[src/design/sorted_insert_table_core_defines.svh]
// assertion macros for the sorted insert table
`ifndef SORTED_INSERT_TABLE_CORE_DEFINES_SVH
`define SORTED_INSERT_TABLE_CORE_DEFINES_SVH

// same-cycle implication, disabled while reset is low
`define SIT_ASSERT_NOW(label, clk, rst_n, ante, cons, msg) \
	label: assert property (@(posedge clk) disable iff (!rst_n) (ante) |-> (cons)) \
		else $error(msg);

// next-cycle implication, disabled while reset is low
`define SIT_ASSERT_NEXT(label, clk, rst_n, ante, cons, msg) \
	label: assert property (@(posedge clk) disable iff (!rst_n) (ante) |=> (cons)) \
		else $error(msg);

`endif

[src/design/sit_pkg.sv]
// shared types and codes of the sorted insert table
package sit_pkg;

	localparam logic CMD_INSERT = 1'b0;
	localparam logic CMD_LIST   = 1'b1;

	localparam logic [1:0] STATUS_INSERTED = 2'd0;
	localparam logic [1:0] STATUS_FULL     = 2'd1;
	localparam logic [1:0] STATUS_ENTRY    = 2'd2;
	localparam logic [1:0] STATUS_EMPTY    = 2'd3;

	// broadcast to every cell of the row
	typedef struct packed {
		logic insert;
		logic rotate;
	} cell_ctrl_t;

	// one result word
	typedef struct packed {
		logic [1:0]  status;
		logic [3:0]  rating;
		logic [15:0] tag;
		logic        last;
	} res_t;

endpackage

[src/design/sorted_insert_table_core.sv]
// top level of the sorted insert table: cell row, list sequencer, output buffer
//
// Keeps up to TABLE_DEPTH records in ascending rating order in a row of cells.
// When an insert word (tuser 0) is taken, every cell compares its rating with
// the new one and either holds, takes its left neighbour, or takes the new
// record, so the new record lands ahead of stored records of equal rating; one
// status word (inserted, or table full and dropped) follows. A list word
// (tuser 1) gives one word per stored record, in order, with tlast on the final
// one; the row rotates one place a cycle towards cell 0 while the output buffer
// has room, so a list occupies the block until its last record is sent and no
// input is taken meanwhile. An empty table answers a list with one empty status
// word. Results pass through a two-word output buffer, so an input word can be
// taken while one result still waits downstream. Tags wider than TAG_WIDTH keep
// their low bits; the output tag is the low 16 bits of the stored one. No
// clearing pass after reset: only entries below the fill count are ever read.
module sorted_insert_table_core import sit_pkg::*; #(
	parameter int TABLE_DEPTH = 16,
	parameter int TAG_WIDTH   = 16
) (
	input  logic        clk,
	input  logic        arst_n,
	input  logic        s_tvalid,
	output logic        s_tready,
	input  logic [23:0] s_tdata,  // new_rating [3:0], record_tag [19:4], zero [23:20]
	input  logic        s_tuser,  // cmd
	output logic        m_tvalid,
	input  logic        m_tready,
	output logic [23:0] m_tdata,  // out_rating [3:0], out_tag [19:4], zero [23:20]
	output logic [1:0]  m_tuser,  // status
	output logic        m_tlast
);

`include "sorted_insert_table_core_defines.svh"

	localparam int CW = $clog2(TABLE_DEPTH + 1);

	// sequencer states
	localparam logic ST_IDLE = 1'b0;
	localparam logic ST_LIST = 1'b1;

	logic          state_q;
	logic [CW-1:0] cnt_q;      // fill count of the row
	logic [CW-1:0] rem_q;      // words still to list

	logic                 acc;
	logic                 full;
	logic                 can_push;
	logic                 push;
	res_t                 push_data;
	res_t                 out_res;
	cell_ctrl_t           ctrl;
	logic [3:0]           in_rating;
	logic [TAG_WIDTH+15:0] in_ext;
	logic [TAG_WIDTH-1:0] in_tag;
	logic [TAG_WIDTH+15:0] head_ext;

	// cell outputs, one per fixed position
	logic [3:0]           cell_rating [TABLE_DEPTH];
	logic [TAG_WIDTH-1:0] cell_tag    [TABLE_DEPTH];
	logic                 cell_ge     [TABLE_DEPTH];

	assign in_rating = s_tdata[3:0];
	assign in_ext    = {{TAG_WIDTH{1'b0}}, s_tdata[19:4]};
	assign in_tag    = in_ext[TAG_WIDTH-1:0];
	assign head_ext  = {16'b0, cell_tag[0]};

	assign full     = cnt_q == CW'(TABLE_DEPTH);
	assign s_tready = (state_q == ST_IDLE) && can_push;
	assign acc      = s_tvalid && s_tready;

	// the row shifts on an insert that fits, rotates while a list drains
	assign ctrl.insert = acc && (s_tuser == CMD_INSERT) && !full;
	assign ctrl.rotate = (state_q == ST_LIST) && can_push;

	// result word for the buffer
	always_comb begin
		push      = 1'b0;
		push_data = '0;
		priority if (acc && (s_tuser == CMD_INSERT)) begin
			push             = 1'b1;
			push_data.status = full ? STATUS_FULL : STATUS_INSERTED;
			push_data.last   = 1'b1;
		end else if (acc && (cnt_q == '0)) begin
			push             = 1'b1;
			push_data.status = STATUS_EMPTY;
			push_data.last   = 1'b1;
		end else if (ctrl.rotate) begin
			push             = 1'b1;
			push_data.status = STATUS_ENTRY;
			push_data.rating = cell_rating[0];
			push_data.tag    = head_ext[15:0];
			push_data.last   = rem_q == CW'(1);
		end else begin
			// nothing to send this cycle
			push = 1'b0;
		end
	end

	// sequencer and fill count
	always_ff @(posedge clk or negedge arst_n) begin
		if (!arst_n) begin
			state_q <= ST_IDLE;
			cnt_q   <= '0;
			rem_q   <= '0;
		end else begin
			if (ctrl.insert) begin
				cnt_q <= cnt_q + 1'b1;
			end
			unique case (state_q)
				ST_IDLE: begin
					if (acc && (s_tuser == CMD_LIST) && (cnt_q != '0)) begin
						state_q <= ST_LIST;
						rem_q   <= cnt_q;
					end
				end
				ST_LIST: begin
					if (ctrl.rotate) begin
						rem_q <= rem_q - 1'b1;
						if (rem_q == CW'(1)) begin
							state_q <= ST_IDLE;
						end
					end
				end
				default: begin
					state_q <= ST_IDLE;
				end
			endcase
		end
	end

	// row of cells
	for (genvar i = 0; i < TABLE_DEPTH; i++) begin : g_cell
		logic [3:0]           prev_rating;
		logic [TAG_WIDTH-1:0] prev_tag;
		logic                 prev_ge;
		logic [3:0]           next_rating;
		logic [TAG_WIDTH-1:0] next_tag;

		if (i == 0) begin : g_first
			assign prev_rating = '0;
			assign prev_tag    = '0;
			assign prev_ge     = 1'b0;
		end else begin : g_mid
			assign prev_rating = cell_rating[i-1];
			assign prev_tag    = cell_tag[i-1];
			assign prev_ge     = cell_ge[i-1];
		end

		if (i == TABLE_DEPTH - 1) begin : g_last
			assign next_rating = cell_rating[0];
			assign next_tag    = cell_tag[0];
		end else begin : g_inner
			assign next_rating = cell_rating[i+1];
			assign next_tag    = cell_tag[i+1];
		end

		sit_cell #(
			.IDX       (i),
			.CW        (CW),
			.TAG_WIDTH (TAG_WIDTH)
		) u_cell (
			.clk         (clk),
			.ctrl        (ctrl),
			.cnt         (cnt_q),
			.new_rating  (in_rating),
			.new_tag     (in_tag),
			.prev_rating (prev_rating),
			.prev_tag    (prev_tag),
			.prev_ge     (prev_ge),
			.next_rating (next_rating),
			.next_tag    (next_tag),
			.head_rating (cell_rating[0]),
			.head_tag    (cell_tag[0]),
			.rating      (cell_rating[i]),
			.tag         (cell_tag[i]),
			.ge          (cell_ge[i])
		);
	end

	sit_obuf u_obuf (
		.clk       (clk),
		.arst_n    (arst_n),
		.push      (push),
		.push_data (push_data),
		.can_push  (can_push),
		.m_valid   (m_tvalid),
		.m_ready   (m_tready),
		.m_data    (out_res)
	);

	assign m_tdata = {4'b0, out_res.tag, out_res.rating};
	assign m_tuser = out_res.status;
	assign m_tlast = out_res.last;

	// fill count never passes the depth
	`SIT_ASSERT_NOW(a_cnt_bound, clk, arst_n, 1'b1, cnt_q <= CW'(TABLE_DEPTH), "fill count past depth")
	// no input taken while a list drains
	`SIT_ASSERT_NOW(a_list_blocks, clk, arst_n, state_q == ST_LIST, !s_tready, "input taken during list")
	// an insert that fits grows the table by one
	`SIT_ASSERT_NEXT(a_ins_grow, clk, arst_n, ctrl.insert, cnt_q == $past(cnt_q) + 1'b1, "insert lost")
	// a list leaves the table as it was
	`SIT_ASSERT_NEXT(a_list_keep, clk, arst_n, ctrl.rotate, cnt_q == $past(cnt_q), "list changed count")

endmodule

[src/design/sit_cell.sv]
// one cell of the sorted row: compare, shift on insert, rotate on list
module sit_cell import sit_pkg::*; #(
	parameter int IDX       = 0,
	parameter int CW        = 5,
	parameter int TAG_WIDTH = 16
) (
	input  logic                 clk,
	input  cell_ctrl_t           ctrl,
	input  logic [CW-1:0]        cnt,
	input  logic [3:0]           new_rating,
	input  logic [TAG_WIDTH-1:0] new_tag,
	input  logic [3:0]           prev_rating,
	input  logic [TAG_WIDTH-1:0] prev_tag,
	input  logic                 prev_ge,
	input  logic [3:0]           next_rating,
	input  logic [TAG_WIDTH-1:0] next_tag,
	input  logic [3:0]           head_rating,
	input  logic [TAG_WIDTH-1:0] head_tag,
	output logic [3:0]           rating,
	output logic [TAG_WIDTH-1:0] tag,
	output logic                 ge
);

	localparam logic [CW:0] IDX_C = (CW+1)'(IDX);

	logic [3:0]           rating_q;
	logic [TAG_WIDTH-1:0] tag_q;
	logic                 occ;
	logic                 prev_occ;
	logic                 tail;
	logic                 take_new;

	assign occ      = IDX_C < {1'b0, cnt};
	assign prev_occ = (IDX == 0) || (IDX_C <= {1'b0, cnt});
	assign tail     = (IDX_C + 1'b1) == {1'b0, cnt};
	assign ge       = occ && (rating_q >= new_rating);
	assign take_new = prev_occ && (ge || !occ);

	always_ff @(posedge clk) begin
		if (ctrl.rotate) begin
			if (tail) begin
				rating_q <= head_rating;
				tag_q    <= head_tag;
			end else begin
				rating_q <= next_rating;
				tag_q    <= next_tag;
			end
		end else if (ctrl.insert) begin
			if (prev_ge) begin
				rating_q <= prev_rating;
				tag_q    <= prev_tag;
			end else if (take_new) begin
				rating_q <= new_rating;
				tag_q    <= new_tag;
			end
		end
	end

	assign rating = rating_q;
	assign tag    = tag_q;

endmodule

[src/design/sit_obuf.sv]
// two-word output buffer between the cell row and the result stream
module sit_obuf import sit_pkg::*; (
	input  logic clk,
	input  logic arst_n,
	input  logic push,
	input  res_t push_data,
	output logic can_push,
	output logic m_valid,
	input  logic m_ready,
	output res_t m_data
);

	res_t head_q;
	res_t skid_q;
	logic head_v_q;
	logic skid_v_q;
	logic pop;

	assign pop      = head_v_q && m_ready;
	assign can_push = !skid_v_q;
	assign m_valid  = head_v_q;
	assign m_data   = head_q;

	always_ff @(posedge clk or negedge arst_n) begin
		if (!arst_n) begin
			head_v_q <= 1'b0;
			skid_v_q <= 1'b0;
		end else if (pop) begin
			if (skid_v_q) begin
				skid_v_q <= push;
			end else begin
				head_v_q <= push;
			end
		end else if (push) begin
			if (head_v_q) begin
				skid_v_q <= 1'b1;
			end else begin
				head_v_q <= 1'b1;
			end
		end
	end

	always_ff @(posedge clk) begin
		if (pop) begin
			if (skid_v_q) begin
				head_q <= skid_q;
				if (push) begin
					skid_q <= push_data;
				end
			end else if (push) begin
				head_q <= push_data;
			end
		end else if (push) begin
			if (head_v_q) begin
				skid_q <= push_data;
			end else begin
				head_q <= push_data;
			end
		end
	end

endmodule
[config.mk]
export PLATFORM = sky130hd
export DESIGN_NAME = sorted_insert_table_core
export DESIGN_NICKNAME = d
export VERILOG_FILES = /design/src/design/sit_pkg.sv /design/src/design/sorted_insert_table_core.sv /design/src/design/sit_cell.sv /design/src/design/sit_obuf.sv
export VERILOG_INCLUDE_DIRS = /design/src /design/src/design
export SDC_FILE = /design/constraint.sdc
export NUM_CORES = 1
export LEC_CHECK = 0
export ABC_AREA = 1
export ABC_CLOCK_PERIOD_IN_PS = 3900
export BUFFER_PORTS_ARGS = -buffer_cell sky130_fd_sc_hd__buf_2
export CAP_MARGIN = 10
export CORE_MARGIN = 3
export CORE_UTILIZATION = 45
export DETAILED_ROUTE_END_ITERATION = 10
export PLACE_DENSITY = 0.63
export SLEW_MARGIN = 20
export SYNTH_ARGS = -nofsm -noshare
export SYNTH_HDL_FRONTEND = slang
export SYNTH_SLANG_ARGS = --single-unit
[constraint.sdc]
create_clock -name clk -period 3.9 [get_ports clk]
set_clock_uncertainty 0.2 [all_clocks]
set_input_delay 0.195 -clock clk [delete_from_list [all_inputs] [get_ports clk]]
set_output_delay 0.195 -clock clk [all_outputs]
set_load 0.05 [all_outputs]
### Word level (Yosys, flattened, before mapping)

Index checks and enable logic that the tools add are counted.

* register bits: 379
* bits of input ports: 29
* output and inout port bits: 29
* logic and storage cells: 427

* mux-type cells: 190
* bitwise operators: 2
* $add $sub $neg: 2
* eq/ne operators: 24
* $lt $le $gt $ge: 47
* reductions and logical operators: 117

Operator list (count)
* $mux 16: 78
* $mux 4: 78
* $mux 23: 10
* $ge 4x4->1: 16
* $reduce_bool 3->1: 15
* $eq 4x5->1 const A: 8
* $le 4x5->1 const A: 8
* $logic_and 1x1->1: 40
* $lt 4x5->1 const A: 8
* $mux 20: 2
* $reduce_and 2->1: 18
* $eq 3x5->1 const A: 4
* $le 3x5->1 const A: 4
* $lt 3x5->1 const A: 4
* $logic_not 1->1: 18
* $logic_or 1x1->1: 16
* $mux 1: 16
* $eq 2x5->1 const A: 2
* $le 2x5->1 const A: 2
* $lt 1x5->1 const A: 2
* $lt 2x5->1 const A: 2
* $mux 5: 2
* $pmux 5 s2: 1
* $reduce_bool 2->1: 5
* 15 further kinds: 23

### Logic depth before layout (Yosys ltp)

* word-level depth: 9
* depth in mapped cells: 12
* depth with buffers taken out: 11

### Modules after synthesis

A second synthesis with hierarchy kept.

* cell total of the unflattened synthesis: 3275
* area total of the unflattened synthesis: 26137.6 sq um

By module, submodules not included
* sit_obuf: seq. area each 1431.4 sq um, area each 1925.6 sq um, cells an instance 137, times used 1
* sit_cell at g_cell[12].u_cell: seq. area each 600.6 sq um, area each 1550.2 sq um, cells an instance 203, times used 1
* sit_cell at g_cell[10].u_cell: seq. area each 600.6 sq um, area each 1514.0 sq um, cells an instance 227, times used 1
* sit_cell at g_cell[6].u_cell: seq. area each 600.6 sq um, area each 1497.7 sq um, cells an instance 185, times used 1
* sit_cell at g_cell[4].u_cell: seq. area each 600.6 sq um, area each 1483.9 sq um, cells an instance 202, times used 1
* sit_cell at g_cell[8].u_cell: seq. area each 600.6 sq um, area each 1482.7 sq um, cells an instance 189, times used 1
* sit_cell at g_cell[11].u_cell: seq. area each 600.6 sq um, area each 1468.9 sq um, cells an instance 204, times used 1
* sit_cell at g_cell[0].u_cell: seq. area each 600.6 sq um, area each 1467.7 sq um, cells an instance 184, times used 1
* sit_cell at g_cell[9].u_cell: seq. area each 600.6 sq um, area each 1466.4 sq um, cells an instance 203, times used 1
* sit_cell at g_cell[2].u_cell: seq. area each 600.6 sq um, area each 1438.9 sq um, cells an instance 152, times used 1
* sit_cell at g_cell[7].u_cell: seq. area each 600.6 sq um, area each 1438.9 sq um, cells an instance 169, times used 1
* sit_cell at g_cell[15].u_cell: seq. area each 600.6 sq um, area each 1423.9 sq um, cells an instance 166, times used 1
* sit_cell at g_cell[5].u_cell: seq. area each 600.6 sq um, area each 1422.6 sq um, cells an instance 162, times used 1
* sit_cell at g_cell[3].u_cell: seq. area each 600.6 sq um, area each 1407.6 sq um, cells an instance 184, times used 1
* 4 more rows

### Worst setup path after synthesis

OpenSTA, ideal clock, no wires.

* path kind: input to register
* from: input port s_tdata[3]
* to: register g_cell[1].u_cell.rating_q[0], enable pin
* data required time: 3275 ps
* setup time: 425 ps
* stages: 9
* data arrival time: 3047 ps
* path buffers: 1
* slack: 228 ps
* cell sequence: inv_1 > clkbuf_1 > ha_1 > nand2_1 > inv_1 > nand3_1 > nand3_1 > nor2_1 > o21ai_0

* word-level cells in the longest chain between the ends: 6
* elaborated cells on any way between the ends: 8
* classes of those cells: 2 x order compare; 6 x reduce/logical

Ends and longest elaborated chain
* start: declaration: line sorted_insert_table_core.sv:24 `input logic [23:0] s_tdata,`
* $ge 4x4->1: line sit_cell.sv:36 `assign ge = occ && (rating_q >= new_rating);`
* $logic_and 1x1->1: line sit_cell.sv:36
* $logic_or 1x1->1: line sit_cell.sv:37 `assign take_new = prev_occ && (ge || !occ);`
* $logic_and 1x1->1: line sit_cell.sv:37
* $reduce_bool 3->1 (no source line) (*)
* $reduce_and 2->1 (no source line) (*)
* end signal: assignment: line sit_cell.sv:42 `rating_q <= head_rating;`
* end signal: assignment: line sit_cell.sv:45 `rating_q <= next_rating;`
* end signal: assignment: line sit_cell.sv:50 `rating_q <= prev_rating;`
* end: declaration: line sit_cell.sv:26 `logic [3:0] rating_q;`

Every way passes the cells marked *; elsewhere a longest branch is shown, timed or not.
A chain may end at the register's enable or synchronous reset.

### Final worst setup path

* from: register g_cell[0].u_cell.rating_q[3]
* to: register g_cell[1].u_cell.tag_q[11], data pin

* word-level cells in the longest chain between the ends: 5

Ends and longest elaborated chain
* start: declaration: line sit_cell.sv:26
* start signal: assignment: line sit_cell.sv:42
* start signal: assignment: line sit_cell.sv:45
* start signal: assignment: line sit_cell.sv:50
* $ge 4x4->1: line sit_cell.sv:36
* $logic_and 1x1->1: line sit_cell.sv:36
* $mux 16: line sit_cell.sv:49 `if (prev_ge) begin`
* $mux 16: line sit_cell.sv:48 `end else if (ctrl.insert) begin`
* $mux 16: line sit_cell.sv:40 `if (ctrl.rotate) begin`
* end signal: assignment: line sit_cell.sv:43 `tag_q <= head_tag;`
* end signal: assignment: line sit_cell.sv:51 `tag_q <= prev_tag;`
* end signal: assignment: line sit_cell.sv:54 `tag_q <= new_tag;`
* end: declaration: line sit_cell.sv:27 `logic [TAG_WIDTH-1:0] tag_q;`

No other way between the ends. The select of a mux whose other input is x is not followed.

==> flow_metrics.env <==
export IMPL_htreeDepth=2
export IMPL_synth_cell_types=28
export IMPL_worst_skew_pair_late_latency_ns=0.59
export IMPL_post_route_period_util=0.744
export IMPL_async_flop_share=0.0343
export IMPL_routed_wl_um=84300
export IMPL_yosysTopAreaCell="edfxtp_1"
export IMPL_gp_congestion=0.947
export IMPL_cts_max_path_buffers=3
export IMPL_crit_type="flip-flop to flip-flop"
export IMPL_combPwrFrac=0.519
export IMPL_cp_end_kind="flip-flop"
export IMPL_antennaDiodeCount=0
export IMPL_min_path_type="primary input to flip-flop"
export IMPL_root_buffer="clkbuf_16"
export IMPL_die_y_um=241
export IMPL_synth_edff_count=366
export IMPL_rsz0062_at_grt="false"
export IMPL_max_slew_margin=0.266
export IMPL_drc=0
export IMPL_synth_area_um2=24900
export IMPL_syn_instance_count=3318
export IMPL_avgSynthCellArea_um2=7.51
export IMPL_cts_tree="built"
export IMPL_start_kind="flip-flop"
export IMPL_post_cts_setup_buffer_count=0
export IMPL_timing_setup_tns_ns=0
export IMPL_grt_overflow_total=0
export IMPL_cts_sinks=379
export IMPL_power_internal_mw=14.0
export IMPL_row_count=85
export IMPL_p_sw_frac=0.482
export IMPL_cp_required_ns=4.03
export IMPL_routedWlPerCell_um=21.1
export IMPL_synth_common_cells="nand2_1 (831), nand3_1 (636), inv_1 (415), edfxtp_1 (366), a21oi_1 (279)"
export IMPL_hold_ws_ns=0.244
export IMPL_drtIter0Drc=3302
export IMPL_fillers=5232
export IMPL_reg2reg_to="g_cell[1].u_cell.tag[11]"
export IMPL_vias=23200
export IMPL_r2r_slack_ns=1.0
export IMPL_grt_pass1_vias=21300
export IMPL_synthTopCellsByArea="edfxtp_1 (44%), nand3_1 (13%), nand2_1 (13%)"
export IMPL_period_needed_ns=2.90
export IMPL_crit_fanout=21
export IMPL_antenna_found_initial=0
export IMPL_worstMarginPinSlew_ns=1.10
export IMPL_via_per_inst=5.79
export IMPL_ant_nets=0
export IMPL_ir_drop_mv=1.13
export IMPL_yosys_warnings=0
export IMPL_core_area_um2=54200
export IMPL_p_leak_nw=12.7
export IMPL_clk_pin_slew_worst_paths_ns=0.06
export IMPL_multi_input_area_um2=10800
export IMPL_grt_pass1_wl_um=127000
export IMPL_fmax_mhz=345
export IMPL_grt_use_total=0.288
export IMPL_holdCritStartpoint="s_tdata[7]"
export IMPL_status="completed"
export IMPL_die_w_um=241
export IMPL_sequentialPowerShare=0.331
export IMPL_power_switching_mw=13.1
export IMPL_start_util=0.459
export IMPL_synth_top_area_frac=0.441
export IMPL_reg2reg_depth=11
export IMPL_area_delta_synth_final_pct=9.64
export IMPL_hold_depth=4
export IMPL_grt_max_degree=203
export IMPL_slew_viol_final=0
export IMPL_synth_seq_area_share=0.454
export IMPL_firstDrtPassIters=6
export IMPL_yosysMostFrequentCell="nand2_1"
export IMPL_synth_flop_cell="edfxtp_1"
export IMPL_nets=3376
export IMPL_cap_violations=0
export IMPL_crit_arrival_ns=3.03
export IMPL_synth_seq_cells=379
export IMPL_cts_resized=0
export IMPL_setup_viol=0
export IMPL_power_density_nw_per_um2=993
export IMPL_ctsHoldBuffers=25
export IMPL_hold_viol=0
export IMPL_io_pins=58
export IMPL_dieArea_um2=58200
export IMPL_hold_path_endpoint="g_cell[0].u_cell.tag[3]"
export IMPL_regArea_um2=11300
export IMPL_port_buffers=49
export IMPL_post_route_cells_drive_above_1_share=0.0771
export IMPL_p_clk_frac=0.150
export IMPL_r2r_start="g_cell[0].u_cell.rating[3]"
export IMPL_cts_buffers=43
export IMPL_dp_hpwl_um=56700
-- state kept, by name, summed over array words and instances (netlist names) --
name,cells
u_obuf.skid_q,23
cnt_q,5
g_cell.u_cell.tag,256
u_obuf.m_data,23
u_obuf.m_valid,1
g_cell.u_cell.rating,64
state_q,1
rem_q,5
u_obuf.skid_v_q,1
-- worst max path at each step --
stage                                           from                         end  slack (ns)  cells after the start
after global routing                        cnt_q[1]           u_obuf.m_data[11]        0.85                     10
final                     g_cell[0].u_cell.rating[3]    g_cell[1].u_cell.tag[11]         1.0                     11
after detailed placement                  s_tdata[0]    g_cell[1].u_cell.tag[11]        1.07                     12
after floorplan                           s_tdata[3]  g_cell[1].u_cell.rating[0]        0.23                      9
after global placement                    s_tdata[0]  g_cell[1].u_cell.rating[3]        1.07                     12
after CTS                 g_cell[0].u_cell.rating[3]    g_cell[1].u_cell.tag[11]        1.07                     11
-- routing by layer --
metal  vias up  track usage  part of all wire
li1      11000            -                 -
met1     10700        0.409              0.41
met2      1286        0.419              0.42
met3       201       0.0493              0.11
met4         0        0.163             0.062
met5         -            0                 0
-- per-stage QoR --
stage               cell area (um^2)  cells   util  setup WS, ns  power [mW]
detailed placement             25700   3904  0.473          1.07        22.7
global placement               25700   3904  0.473          1.07        22.3
CTS                            27300   4003  0.503          1.07        26.9
floorplan                      24900   3321      -         0.228        18.3
finish                         27300   4003  0.503         0.999        27.1
global route                   27300   4003  0.503         0.855        29.0
-- power groups by stage --
| stage | registers (mW) | clock network, mW | logic (mW) |
|---|---|---|---|
| global route | 9.14 | 4.25 | 15.6 |
| finish | 8.97 | 4.06 | 14.1 |
| CTS | 8.93 | 4.10 | 13.8 |
| floorplan | 8.92 | 0 | 9.38 |
| detailed placement | 9.00 | 0 | 13.7 |
| global placement | 8.93 | 0 | 13.4 |
-- cells in the final DEF, fill, tap and decap left out, types with 2 or more instances in the layout --
master	instances
o21ai_0	220
bufinv_16	4
ha_1	69
edfxtp_1	366
buf_12	4
buf_2	49
dlygate4sd3_1	25
nor2_2	7
o22ai_1	2
conb_1	4
inv_2	18
nor2_1	67
nand2_1	830
xor2_1	4
nand2_2	5
clkinvlp_4	2
inv_6	2
o21ai_1	77
clkbuf_16	44
nand3_1	636
a21oi_1	279
nand3_2	2
nor2_4	4
clkbuf_1	9
inv_1	411
clkinv_1	8
buf_4	103
o211ai_1	21
clkinv_2	5
dfrtp_1	13
nand4_1	10
-- area by class of cell --
class,instances,area share
Clock buffer,54,0.0421
Sequential cell,379,0.414
Tap cell,696,0.0319
Clock inverter,20,0.00811
Timing Repair Buffer,181,0.0494
Multi-Input combinational cell,2241,0.395
Inverter,432,0.0594
-- critical path: stages (launching register included) --
cell	delay, ns
edfxtp_1	0.32
buf_4	0.40
ha_1	0.34
nand2_1	0.08
inv_1	0.05
nand3_1	0.06
nand3_1	0.11
buf_4	0.23
nand2_1	0.56
nand2_1	0.12
nand3_1	0.11
nand2_1	0.07
-- cell families (layout without fill, tap and decap cells) --
logic type,count (synthesis),in the layout,synth area share
AO/OA/AOI/OAI,599,599,0.123
XOR/XNOR,5,5,0.00176
adder cells (fa/ha/maj),69,69,0.0347
buffers and inverters,701,687,0.114
flip-flops,379,379,0.454
other,1,4,0.000151
AND/OR/NAND/NOR,1564,1564,0.272
(Power assumes the default switching activity.)
